<file path="config.mk">
export PLATFORM = sky130hd
export DESIGN_NAME = circular_channel_seek
export DESIGN_NICKNAME = d
export VERILOG_FILES = /design/src/design/ccs_pkg.sv /design/src/design/ccs_dist.sv /design/src/design/circular_channel_seek.sv
export SDC_FILE = /design/constraint.sdc
export NUM_CORES = 1
export LEC_CHECK = 0
export BUFFER_PORTS_ARGS = -buffer_cell sky130_fd_sc_hd__buf_2
export CAP_MARGIN = 30
export CORE_ASPECT_RATIO = 1.4
export CORE_UTILIZATION = 50
export CTS_CLUSTER_DIAMETER = 100
export DETAILED_ROUTE_END_ITERATION = 10
export GPL_TIMING_DRIVEN = 0
export PLACE_DENSITY_LB_ADDON = 0.15
export SLEW_MARGIN = 20
export SYNTH_ARGS = -nofsm -noshare
export SYNTH_HDL_FRONTEND = slang
export SYNTH_SLANG_ARGS = --single-unit
</file>
<file path="constraint.sdc">
create_clock -name clk -period 6.7 [get_ports clk]
set_input_delay 1.005 -clock clk [delete_from_list [all_inputs] [get_ports clk]]
set_output_delay 1.005 -clock clk [all_outputs]
set_load 0.02 [all_outputs]
</file>
<file path="src/design/ccs_pkg.sv">
// Shared constants, types and codes for the circular channel seek block.
package ccs_pkg;

  // Table geometry.
  localparam int NUM_SLOTS = 16;
  localparam int SLOT_W    = (NUM_SLOTS > 1) ? $clog2(NUM_SLOTS) : 1;

  // Field widths fixed by the interface.
  localparam int FREQ_W  = 16;
  localparam int KIND_W  = 2;
  localparam int INDEX_W = 4;
  localparam int DIST_W  = 18;

  // Request kinds.
  localparam logic [KIND_W-1:0] KIND_WRITE = 2'd0;
  localparam logic [KIND_W-1:0] KIND_CLEAR = 2'd1;
  localparam logic [KIND_W-1:0] KIND_SEEK  = 2'd2;

  // Configuration register indexes.
  localparam logic CFG_BAND_LOW  = 1'b0;
  localparam logic CFG_BAND_HIGH = 1'b1;

  // Band edge reset values in 0.01 kHz units.
  localparam logic [FREQ_W-1:0] BAND_LOW_RST  = 16'd0;
  localparam logic [FREQ_W-1:0] BAND_HIGH_RST = 16'd50000;

  typedef logic [SLOT_W-1:0] slot_idx_t;
  typedef logic [FREQ_W-1:0] freq_t;
  typedef logic signed [DIST_W-1:0] dist_t;

  // Sequencer states.
  typedef enum logic [2:0] {
    ST_IDLE,
    ST_CUR,
    ST_SCAN,
    ST_LAST,
    ST_PUSH
  } state_t;

  // Result of one request.
  typedef struct packed {
    logic             found;
    logic [INDEX_W-1:0] slot;
    freq_t            freq;
  } result_t;

  // Best candidate seen so far in a scan.
  typedef struct packed {
    logic      any;
    dist_t     arc;
    slot_idx_t slot;
    freq_t     freq;
  } best_t;

endpackage

</file>
<file path="src/design/ccs_dist.sv">
// Circular distance from the current frequency to one slot, and its compare to the best.
module ccs_dist (
  input  ccs_pkg::freq_t   from_freq,
  input  ccs_pkg::freq_t   to_freq,
  input  logic             seek_up,
  input  ccs_pkg::freq_t   band_low,
  input  ccs_pkg::freq_t   band_high,
  input  ccs_pkg::best_t   best,
  output ccs_pkg::dist_t   arc_dist,
  output logic             better
);

  ccs_pkg::dist_t from_s;
  ccs_pkg::dist_t to_s;
  ccs_pkg::dist_t lo_s;
  ccs_pkg::dist_t hi_s;

  // Widen to signed so out-of-band values give exact, possibly negative distances.
  assign from_s = $signed({2'b00, from_freq});
  assign to_s   = $signed({2'b00, to_freq});
  assign lo_s   = $signed({2'b00, band_low});
  assign hi_s   = $signed({2'b00, band_high});

  // Direct step when the target lies ahead, otherwise wrap through the band edges.
  always_comb begin
    if (to_freq == from_freq) begin
      arc_dist = '0;
    end else if (seek_up) begin
      arc_dist = (to_freq > from_freq) ? (to_s - from_s) : ((hi_s - from_s) + (to_s - lo_s));
    end else begin
      arc_dist = (to_freq < from_freq) ? (from_s - to_s) : ((from_s - lo_s) + (hi_s - to_s));
    end
  end

  // Strictly smaller wins, so the lowest slot keeps a tie.
  assign better = !best.any || (arc_dist < best.arc);

endmodule

</file>
<file path="src/design/circular_channel_seek.sv">
// Top level of the circular channel seek block: beacon table, scan sequencer, output register.
//
// Requests enter on the in_ channel (valid/stall) and each yields exactly one result on
// the out_ channel. A write or clear updates the slot table at acceptance and its
// all-zero result passes through PUSH to the output register. A seek scans every slot
// frequency out of a single-port synchronous table memory, one slot per cycle, keeping
// the closest candidate; with a current selection it reads the selected slot's
// frequency in the acceptance cycle, before the scan starts. A seek result moves via
// CUR (with a selection), SCAN, LAST and PUSH to the output register. One request is
// in flight at a time, and the next one is taken once the previous result has moved to
// the output register. The output register holds a result while out_stall is high; a
// finished request's result waits in the sequencer and a new request is taken as soon
// as it has moved on. Synchronous reset (rst_n low) clears all valid marks, the
// selection, the output and the band edges (low 0, high 50000); slot frequencies are
// not cleared. Band edges are written through cfg_we/cfg_index/cfg_wdata; the user must
// do so only while the block is idle, as the block does not enforce it.
module circular_channel_seek (
  input  logic        clk,
  input  logic        rst_n,
  // Request channel.
  input  logic        in_valid,
  output logic        in_stall,
  input  logic [1:0]  in_kind,
  input  logic [3:0]  in_slot_index,
  input  logic [15:0] in_entry_freq,
  input  logic        in_seek_up,
  // Result channel.
  output logic        out_valid,
  input  logic        out_stall,
  output logic        out_found,
  output logic [3:0]  out_chosen_slot,
  output logic [15:0] out_tuned_freq,
  // Configuration port.
  input  logic        cfg_we,
  input  logic        cfg_index,
  input  logic [15:0] cfg_wdata
);

  localparam ccs_pkg::slot_idx_t LAST_IDX = ccs_pkg::slot_idx_t'(ccs_pkg::NUM_SLOTS - 1);

  ccs_pkg::state_t    state_r;
  ccs_pkg::state_t    state_nxt;

  ccs_pkg::freq_t     band_low_r;
  ccs_pkg::freq_t     band_high_r;

  ccs_pkg::freq_t     slot_mem [ccs_pkg::NUM_SLOTS];
  ccs_pkg::freq_t     rd_data_r;
  logic               rd_en;
  ccs_pkg::slot_idx_t rd_addr;

  logic [ccs_pkg::NUM_SLOTS-1:0] slot_valid_r;
  logic               have_sel_r;
  ccs_pkg::slot_idx_t sel_r;

  logic               seek_up_r;
  ccs_pkg::freq_t     cur_r;
  ccs_pkg::slot_idx_t cnt_r;
  logic               eval_vld_r;
  ccs_pkg::slot_idx_t eval_idx_r;
  ccs_pkg::best_t     best_r;
  ccs_pkg::best_t     best_nxt;
  ccs_pkg::result_t   res_r;

  logic               out_valid_r;
  ccs_pkg::result_t   out_r;

  logic               in_acc;
  logic               idx_ok;
  ccs_pkg::slot_idx_t in_slot;
  logic               issue;
  logic               cand;
  logic               out_free;
  ccs_pkg::dist_t     arc_dist;
  logic               better;

  // Request decode.
  assign in_stall = (state_r != ccs_pkg::ST_IDLE);
  assign in_acc   = in_valid && (state_r == ccs_pkg::ST_IDLE);
  assign idx_ok   = (int'(in_slot_index) < ccs_pkg::NUM_SLOTS);
  assign in_slot  = ccs_pkg::slot_idx_t'(in_slot_index);
  assign out_free = !out_valid_r || !out_stall;

  // Configuration registers.
  always_ff @(posedge clk) begin
    if (!rst_n) begin
      band_low_r  <= ccs_pkg::BAND_LOW_RST;
      band_high_r <= ccs_pkg::BAND_HIGH_RST;
    end else if (cfg_we) begin
      if (cfg_index == ccs_pkg::CFG_BAND_LOW) begin
        band_low_r <= cfg_wdata;
      end else begin
        band_high_r <= cfg_wdata;
      end
    end
  end

  // Next state.
  always_comb begin
    state_nxt = state_r;
    unique case (state_r)
      ccs_pkg::ST_IDLE: begin
        if (in_acc) begin
          if (in_kind == ccs_pkg::KIND_SEEK) begin
            state_nxt = have_sel_r ? ccs_pkg::ST_CUR : ccs_pkg::ST_SCAN;
          end else begin
            state_nxt = ccs_pkg::ST_PUSH;
          end
        end
      end
      ccs_pkg::ST_CUR:  state_nxt = ccs_pkg::ST_SCAN;
      ccs_pkg::ST_SCAN: begin
        if (cnt_r == LAST_IDX) begin
          state_nxt = ccs_pkg::ST_LAST;
        end
      end
      ccs_pkg::ST_LAST: state_nxt = ccs_pkg::ST_PUSH;
      ccs_pkg::ST_PUSH: begin
        if (out_free) begin
          state_nxt = ccs_pkg::ST_IDLE;
        end
      end
      default: state_nxt = ccs_pkg::ST_IDLE;
    endcase
  end

  always_ff @(posedge clk) begin
    if (!rst_n) begin
      state_r <= ccs_pkg::ST_IDLE;
    end else begin
      state_r <= state_nxt;
    end
  end

  // Sequencer outputs: one table read per scan cycle, plus the selected slot at start.
  always_comb begin
    issue   = (state_r == ccs_pkg::ST_CUR) || (state_r == ccs_pkg::ST_SCAN);
    rd_en   = issue || (in_acc && (in_kind == ccs_pkg::KIND_SEEK) && have_sel_r);
    rd_addr = issue ? cnt_r : sel_r;
    cand    = slot_valid_r[cnt_r] && !(have_sel_r && (sel_r == cnt_r));
  end

  // Slot frequency table: written on accepted writes, read through the registered rd_data_r.
  always_ff @(posedge clk) begin
    if (in_acc && (in_kind == ccs_pkg::KIND_WRITE) && idx_ok) begin
      slot_mem[in_slot] <= in_entry_freq;
    end
    if (rd_en) begin
      rd_data_r <= slot_mem[rd_addr];
    end
  end

  // Distance of the slot read last cycle.
  ccs_dist u_dist (
    .from_freq (cur_r),
    .to_freq   (rd_data_r),
    .seek_up   (seek_up_r),
    .band_low  (band_low_r),
    .band_high (band_high_r),
    .best      (best_r),
    .arc_dist  (arc_dist),
    .better    (better)
  );

  always_comb begin
    best_nxt = best_r;
    if (eval_vld_r && better) begin
      best_nxt.any  = 1'b1;
      best_nxt.arc  = arc_dist;
      best_nxt.slot = eval_idx_r;
      best_nxt.freq = rd_data_r;
    end
  end

  // Scan datapath.
  always_ff @(posedge clk) begin
    if (in_acc) begin
      seek_up_r <= in_seek_up;
      cur_r     <= '0;
      cnt_r     <= '0;
      best_r    <= '0;
    end else begin
      if (state_r == ccs_pkg::ST_CUR) begin
        cur_r <= rd_data_r;
      end
      if (issue) begin
        cnt_r <= cnt_r + 1'b1;
      end
      best_r <= best_nxt;
    end
    eval_idx_r <= cnt_r;
  end

  always_ff @(posedge clk) begin
    if (!rst_n) begin
      eval_vld_r <= 1'b0;
    end else begin
      eval_vld_r <= issue && cand;
    end
  end

  // Valid marks and selection.
  always_ff @(posedge clk) begin
    if (!rst_n) begin
      slot_valid_r <= '0;
      have_sel_r   <= 1'b0;
      sel_r        <= '0;
    end else if (in_acc && idx_ok && (in_kind == ccs_pkg::KIND_WRITE)) begin
      slot_valid_r[in_slot] <= 1'b1;
    end else if (in_acc && idx_ok && (in_kind == ccs_pkg::KIND_CLEAR)) begin
      slot_valid_r[in_slot] <= 1'b0;
      if (have_sel_r && (sel_r == in_slot)) begin
        have_sel_r <= 1'b0;
      end
    end else if ((state_r == ccs_pkg::ST_LAST) && best_nxt.any) begin
      have_sel_r <= 1'b1;
      sel_r      <= best_nxt.slot;
    end
  end

  // Pending result of the request in flight.
  always_ff @(posedge clk) begin
    if (in_acc) begin
      res_r <= '0;
    end else if (state_r == ccs_pkg::ST_LAST) begin
      res_r.found <= best_nxt.any;
      res_r.slot  <= best_nxt.any ? ccs_pkg::INDEX_W'(best_nxt.slot) : '0;
      res_r.freq  <= best_nxt.any ? best_nxt.freq : '0;
    end
  end

  // Output register.
  always_ff @(posedge clk) begin
    if (!rst_n) begin
      out_valid_r <= 1'b0;
    end else if ((state_r == ccs_pkg::ST_PUSH) && out_free) begin
      out_valid_r <= 1'b1;
    end else if (!out_stall) begin
      out_valid_r <= 1'b0;
    end
  end

  always_ff @(posedge clk) begin
    if ((state_r == ccs_pkg::ST_PUSH) && out_free) begin
      out_r <= res_r;
    end
  end

  assign out_valid       = out_valid_r;
  assign out_found       = out_r.found;
  assign out_chosen_slot = out_r.slot;
  assign out_tuned_freq  = out_r.freq;

  // A scan evaluation only happens while the scan is running.
  a_eval_in_scan: assert property (@(posedge clk) disable iff (!rst_n)
    eval_vld_r |-> ((state_r == ccs_pkg::ST_SCAN) || (state_r == ccs_pkg::ST_LAST)))
    else $error("slot evaluated outside a scan");

  // The current-frequency read only follows a seek taken with a selection.
  a_cur_after_seek: assert property (@(posedge clk) disable iff (!rst_n)
    (state_r == ccs_pkg::ST_CUR) |-> ($past(state_r) == ccs_pkg::ST_IDLE) && have_sel_r)
    else $error("current frequency read without a selection");

  // A seek that finds a beacon leaves it selected.
  a_sel_after_find: assert property (@(posedge clk) disable iff (!rst_n)
    ((state_r == ccs_pkg::ST_LAST) && best_nxt.any) |=> have_sel_r && res_r.found)
    else $error("found beacon not selected");

endmodule

</file>
After elaboration in Yosys (flattened, before gate mapping)
Memories as Yosys holds them, arrays and structs flattened. A register that Yosys moved wholly into a read port is not among the register bits.
Index checks and enable logic that the tools add are counted.
{ "op_classes": {"magnitude_cmp": 6, "bitwise": 6, "add_sub_neg": 9, "n_reduce_logical": 31, "n_eq_ne": 15, "muxes": 27} }
{ "op_table": {"columns": ["op", "count"], "rows": [
  ["subtractor 16 x 16 -> 17 bit", 6],
  ["two-way mux 18 bit", 4],
  ["two-way mux 16 bit", 3],
  ["two-way mux 39 bit", 1],
  ["adder 18 bit", 2],
  ["less-than comparator 18 bit", 1],
  ["AND 16 bit", 1],
  ["equality test 16 bit", 1],
  ["greater-than comparator 16 bit", 1],
  ["less-than comparator 16 bit", 1],
  ["inverter 16 bit", 1],
  ["bitwise OR 16 bit", 1],
  ["one-hot mux 3 bit (5 select lines)", 1],
  ["logical AND 1 bit", 13],
  ["two-way mux 3 bit", 4],
  ["less-than comparator 4 x 5 -> 1 bit, second input constant", 2],
  ["two-way mux 1 bit", 9],
  ["AND reduction 3 bit", 3],
  ["equality test 4 bit", 2],
  ["two-way mux 4 bit", 2],
  ["equality test 3 x 2 -> 1 bit, second input constant", 2],
  ["!= test 2 bit, second input constant", 3],
  ["adder 4 x 1 -> 4 bit, second input constant", 1],
  ["binary-select mux 1 bit (select 4 bit)", 1],
  ["other kinds (17)", 28]
]} }
{ "word_totals": {"reg_bits": 164, "elab_cells": 117, "n_memories": 1, "mem_bits_rw": 256} }
{ "memory_table": {"columns": ["memory", "depth", "width", "rd", "rd_ports_with_merged_regs", "wr", "line_no", "rtl"], "rows": [
  ["slot_mem", 16, 16, 1, 1, 1, "circular_channel_seek.sv:47", "ccs_pkg::freq_t slot_mem [ccs_pkg::NUM_SLOTS];"]
]} }

Longest topological paths before layout
{ "depth": {"depth_word": 12, "mapped_depth": 32, "mapped_depth_nobuf": 30} }

Modules after synthesis
From an unflattened synthesis, not the netlist that was laid out.
{ "hier_totals": {"cells_unflattened": 2349, "area_unflattened_um2": 24297.1} }
{ "modules_own_cells": {"columns": ["module", "seq_area_each_um2", "n_inst", "area_per_inst_um2", "cells_each"], "rows": [
  ["circular_channel_seek", 11671.2, 1, 17519.3, 1408],
  ["ccs_dist", 0.0, 1, 6777.8, 941]
]} }

Worst setup path after synthesis
OpenSTA, ideal clock, no wires.
{ "synth_timing": {"path_kind": "register to register", "start": "register rd_data_r[0], read port of slot_mem", "end": "register res_r[3] (netlist bit)", "setup_time_ps": 79, "t_required_ps": 6621, "stages_incl_launch_ff": 30, "slack_ps": 802, "t_arrival_ps": 5819, "path_cell_list": "edfxtp_1 > inv_1 > ha_1 > inv_1 > fa_1 > a21o_1 > a21oi_1 > nor2b_1 > o21a_1 > o22ai_1 > o2111a_1 > a211oi_1 > a311o_1 > xor2_1 > ha_1 > a21o_1 > a21o_1 > or3b_2 > o211ai_1 > nand3_1 > o21ai_0 > ha_1 > nor2b_1 > or2_2 > o221a_2 > and2_1 > clkbuf_1 > clkbuf_1 > nand3_1 > o211ai_1"} }
{ "synth_between": {"elab_chain_cells": 10, "elab_cells_between_ends": 18, "cone_classes": "add/sub: 6; order compare: 3; eq/ne: 1; mux: 6; reduce/logical: 2"} }
{ "synth_lines": {"columns": ["element", "line_no", "rtl"], "rows": [
  ["from (decl)", "circular_channel_seek.sv:48", "ccs_pkg::freq_t rd_data_r;"],
  ["subtractor 16 x 16 -> 17 bit (on tied branches)", "ccs_dist.sv:31, ccs_dist.sv:29", null],
  ["adder 18 bit (on tied branches)", "ccs_dist.sv:31, ccs_dist.sv:29", null],
  ["two-way mux 18 bit (on tied branches)", "ccs_dist.sv:31, ccs_dist.sv:29", null],
  ["two-way mux 18 bit", "ccs_dist.sv:28", "end else if (seek_up) begin"],
  ["two-way mux 18 bit (*)", "ccs_dist.sv:26", "if (to_freq == from_freq) begin"],
  ["named net arc_dist[17]", "circular_channel_seek.sv:74", "ccs_pkg::dist_t arc_dist;"],
  ["less-than comparator 18 bit (*)", "ccs_dist.sv:36", "assign better = !best.any || (arc_dist < best.arc);"],
  ["logical OR 1 bit (*)", "ccs_dist.sv:36", null],
  ["logical AND 1 bit (*)", "circular_channel_seek.sv:167", "if (eval_vld_r && better) begin"],
  ["two-way mux 39 bit (*)", "circular_channel_seek.sv:167", null],
  ["two-way mux 16 bit (*)", "circular_channel_seek.sv:228", "res_r.freq <= best_nxt.any ? best_nxt.freq : '0;"],
  ["to (decl)", "circular_channel_seek.sv:63", "ccs_pkg::result_t res_r;"]
]} }
Mark *: on every way through the listed nets, which the timed path passes. The rest lies on a longest branch.
A chain may end at the register's enable or synchronous reset.

Final worst setup path
{ "layout_timing": {"start": "register rd_data_r[0], read port of slot_mem", "end": "register res_r[14] (netlist bit)"} }
Same word-level chain as after synthesis.

==> impl_metrics.tcl <==
set metrics [dict create \
    status "finished clean" \
    dp_hpwl_mm 51.9 \
    post-route-min-period_ps 6470 \
    syn_to_final_growth_pct 13.2 \
    root_buffer "clkbuf_16" \
    drt-total-wl_mm 67.1 \
    clock.fmax_mhz 154 \
    cts_buffer_depth 3 \
    synth_top_area_share_pct 36.5 \
    crit_path_frequent_cell "a21o_1" \
    slowest_stage "edfxtp_1" \
    critical_path_class "reg -> reg" \
    overflow 0 \
    reg2reg_from "rd_data_r[0]" \
    synth-seq-cells 436 \
    yosys.area.top_type "edfxtp_1" \
    fin_setup_tns_ps 0 \
    grt_use_total_pct 27.4 \
    crit_path_max_fanout 4 \
    switching_share_pct 32.2 \
    worstSkewPairLatency_ps 590 \
    yosys_most_used_dff "edfxtp_1" \
    cts.sinks 436 \
    syn-cell-area_mm2 0.0242 \
    drive_above_1_share_pct 16.2 \
    rows 95 \
    die_area_mm2 0.0493 \
    power_leakage_uw 0.0102 \
    r2r_end "res_r[14]" \
    syn_avg_cell_area_um2 11.0 \
    p_seq_share_pct 39.0 \
    initial_core_util_pct 50.5 \
    grt_max_degree 22 \
    endpoint "res_r[14]" \
    hp-start "cnt_r[2]" \
    r2r_setup_slack_ps 230 \
    cts_tree "done" \
    netlist_instances 2201 \
    intPower_uw 5150 \
    setup_viol 0 \
    clkTransAtPathRegs_ps 60 \
    cap_violations 0 \
    max_stage_delay_ps 460 \
    power_frac_clock_pct 32.6 \
    first_pass_iters 6 \
    ys_top_cells_by_count "edfxtp_1, nand2_1, ha_1" \
    port_buffers 64 \
    cts_buffers 44 \
    fin_skew_ps 27.4 \
    min_path_type "reg -> reg" \
    end_kind "flip-flop" \
    yosysUniqueCellTypes 82 \
    yosys.cell_count.top_type "edfxtp_1" \
    final_antenna_net_count 0 \
    gp_congestion 0.950 \
    vias 17835 \
    num_io_pins 68 \
    ys_seq_area_share_pct 48.2 \
    cp.arrival_ps 6940 \
    drc_errors 0 \
    vias_per_cell 5.93 \
    synth_edf_count 294 \
    ir_worst_vdd_mv 0.280 \
    p_total_uw 7600 \
    synth_area_leaders "edfxtp_1, dfxtp_1, ha_1" \
    async_reset_ff_share_pct 0 \
    ys_warn_count 0 \
    crit_cells 27 \
    fin_nets 2544 \
    critPathTopFamily "compound AO/OA/AOI/OAI gates" \
    antenna_cells 0 \
    power.density_mw_per_mm2 277 \
    startpoint_type "flip-flop" \
    wire_per_inst_um 22.3 \
    hold_viol_final 0 \
    fp.dieH_um 262 \
    p_switching_uw 2450 \
    grt_pass1_wl_mm 102 \
    cts.htree.levels 2 \
    pwr-share-comb_pct 28.4 \
    n_fill_cell 4032 \
    slew_viol_final 0 \
    synth_nets 2402 \
    worst_pin_slew_ps 976 \
    slew_headroom_pct 34.9 \
    whs_ps 348 \
    initialDrtViolationCount 1233 \
    antenna_found_initial 0 \
    first_global_vias 17752 \
    required_ps 7160 \
    worst-r2r-cell-count 27 \
    core_mm2 0.0479 \
    crit_path_start "rd_data_r[0]" \
    finalCritPeriodShare_pct 96.6 \
    die_width_um 188 \
    crit_buf_inv 2 \
]
[sequential cells by signal, summed over array words and instances (netlist names), named ones only]
register	cells
slot_mem	256
cur_r	16
out_valid	1
cnt_r	4
band_high_r	16
res_r	21
band_low_r	16
eval_vld_r	1
seek_up_r	1
out_found	1
sel_r	4
out_tuned_freq	16
eval_idx_r	4
state_r	3
best_r	39
rd_data_r	16
have_sel_r	1
out_chosen_slot	4
[stage by stage]
step                      setup slack [ps]  instances  area [um2]  utilization (%)
after floorplan                        802       2201       24200                -
after global placement                -633       2895       25300             52.8
after detailed placement              -737       2919       25600             53.4
after CTS                            -7.87       3000       27100             56.7
after global routing                 -5.26       3008       27400             57.2
final                                  225       3008       27400             57.2
[final cells by class]
cell class              count  area [um2]  area share (%)
flip-flops and latches    436       11700            42.6
repair buffers             97         611            2.23
well taps                 630         788            2.88
inverters                 116         435            1.59
plain buffers             112         554            2.02
clock inverters            23         264           0.964
clock buffers              58        1190            4.34
multi-input cells        1536       11900            43.4
[power groups by stage]
stage	logic [uW]	clock network, uW	registers, uW
finish	2160	2480	2970
global route	2330	2630	2970
CTS	2070	2520	2970
detailed placement	2030	0	3020
global placement	2000	0	3020
floorplan	1410	0	3010
[layer usage]
| layer | up-vias | wire, um | GRT usage (%) |
|---|---|---|---|
| met5 | - | 0 | 0 |
| met4 | 0 | 3910 | 15.2 |
| met3 | 179 | 2340 | 3.12 |
| met2 | 469 | 35300 | 50.1 |
| met1 | 8708 | 25600 | 30.7 |
| li1 | 8479 | - | - |
[cells in the final DEF (no fill, tap or decap), types with 62 or more instances in the layout]
cell and count:
nand2_1 258, nand3_1 118, edfxtp_1 294, nor2_1 86
dfxtp_1 140, a21oi_1 119, mux4_2 78, buf_2 90
clkbuf_1 70, xnor2_1 62, inv_1 115, ha_1 146
[worst register-to-register path, stage by stage, from the launching register on]
cell      delay, ps
edfxtp_1        460
inv_1           140
ha_2            220
inv_1            60
fa_1            400
a21o_1          190
a21oi_2         170
nor2b_1          60
o21a_1          190
o22ai_2         160
o2111a_1        250
a211oi_1         70
a311o_1         410
xor2_1          160
ha_1            310
a21o_1          180
a21o_1          180
or3b_2          460
o211ai_1        430
nand3_1         160
o21ai_2         130
ha_4            190
nor2b_4          50
or2_2           330
o221a_2         300
and2_1          180
and3_1          170
or3_1           370
[cells by family after synthesis]
logic type | Yosys count | share of synthesized area (%)
AOI/OAI and AO/OA | 487 | 14.2
xor gates and xnor gates | 106 | 3.84
adders and majority gates | 156 | 8.32
buffers and inverters | 229 | 3.89
DFF | 436 | 48.2
muxes | 89 | 7.78
and+or+nand+nor | 698 | 13.8
[how the worst min path moves through the flow]
stage | end | slack (ps) | cells after the start
2_1_floorplan | eval_idx_r[2] | 330 | 0
6_report | eval_idx_r[2] | 350 | 0
5_1_grt | eval_idx_r[3] | 360 | 0
3_3_place_gp | eval_idx_r[2] | 340 | 0
3_5_place_dp | eval_idx_r[2] | 330 | 0
4_1_cts | eval_idx_r[2] | 350 | 0
[repair_timing]
action / in CTS / in global routing
pin swaps: 1 / 10
hold buffers: 0 / 0
gates resized for setup: 30 / 54
endpoints found under the hold margin: 0 / 0
setup endpoints to repair: 62 / 62
cloned: 0 / 0
buffers inserted: 1 / 8
Power figures use the tool's default switching activity.
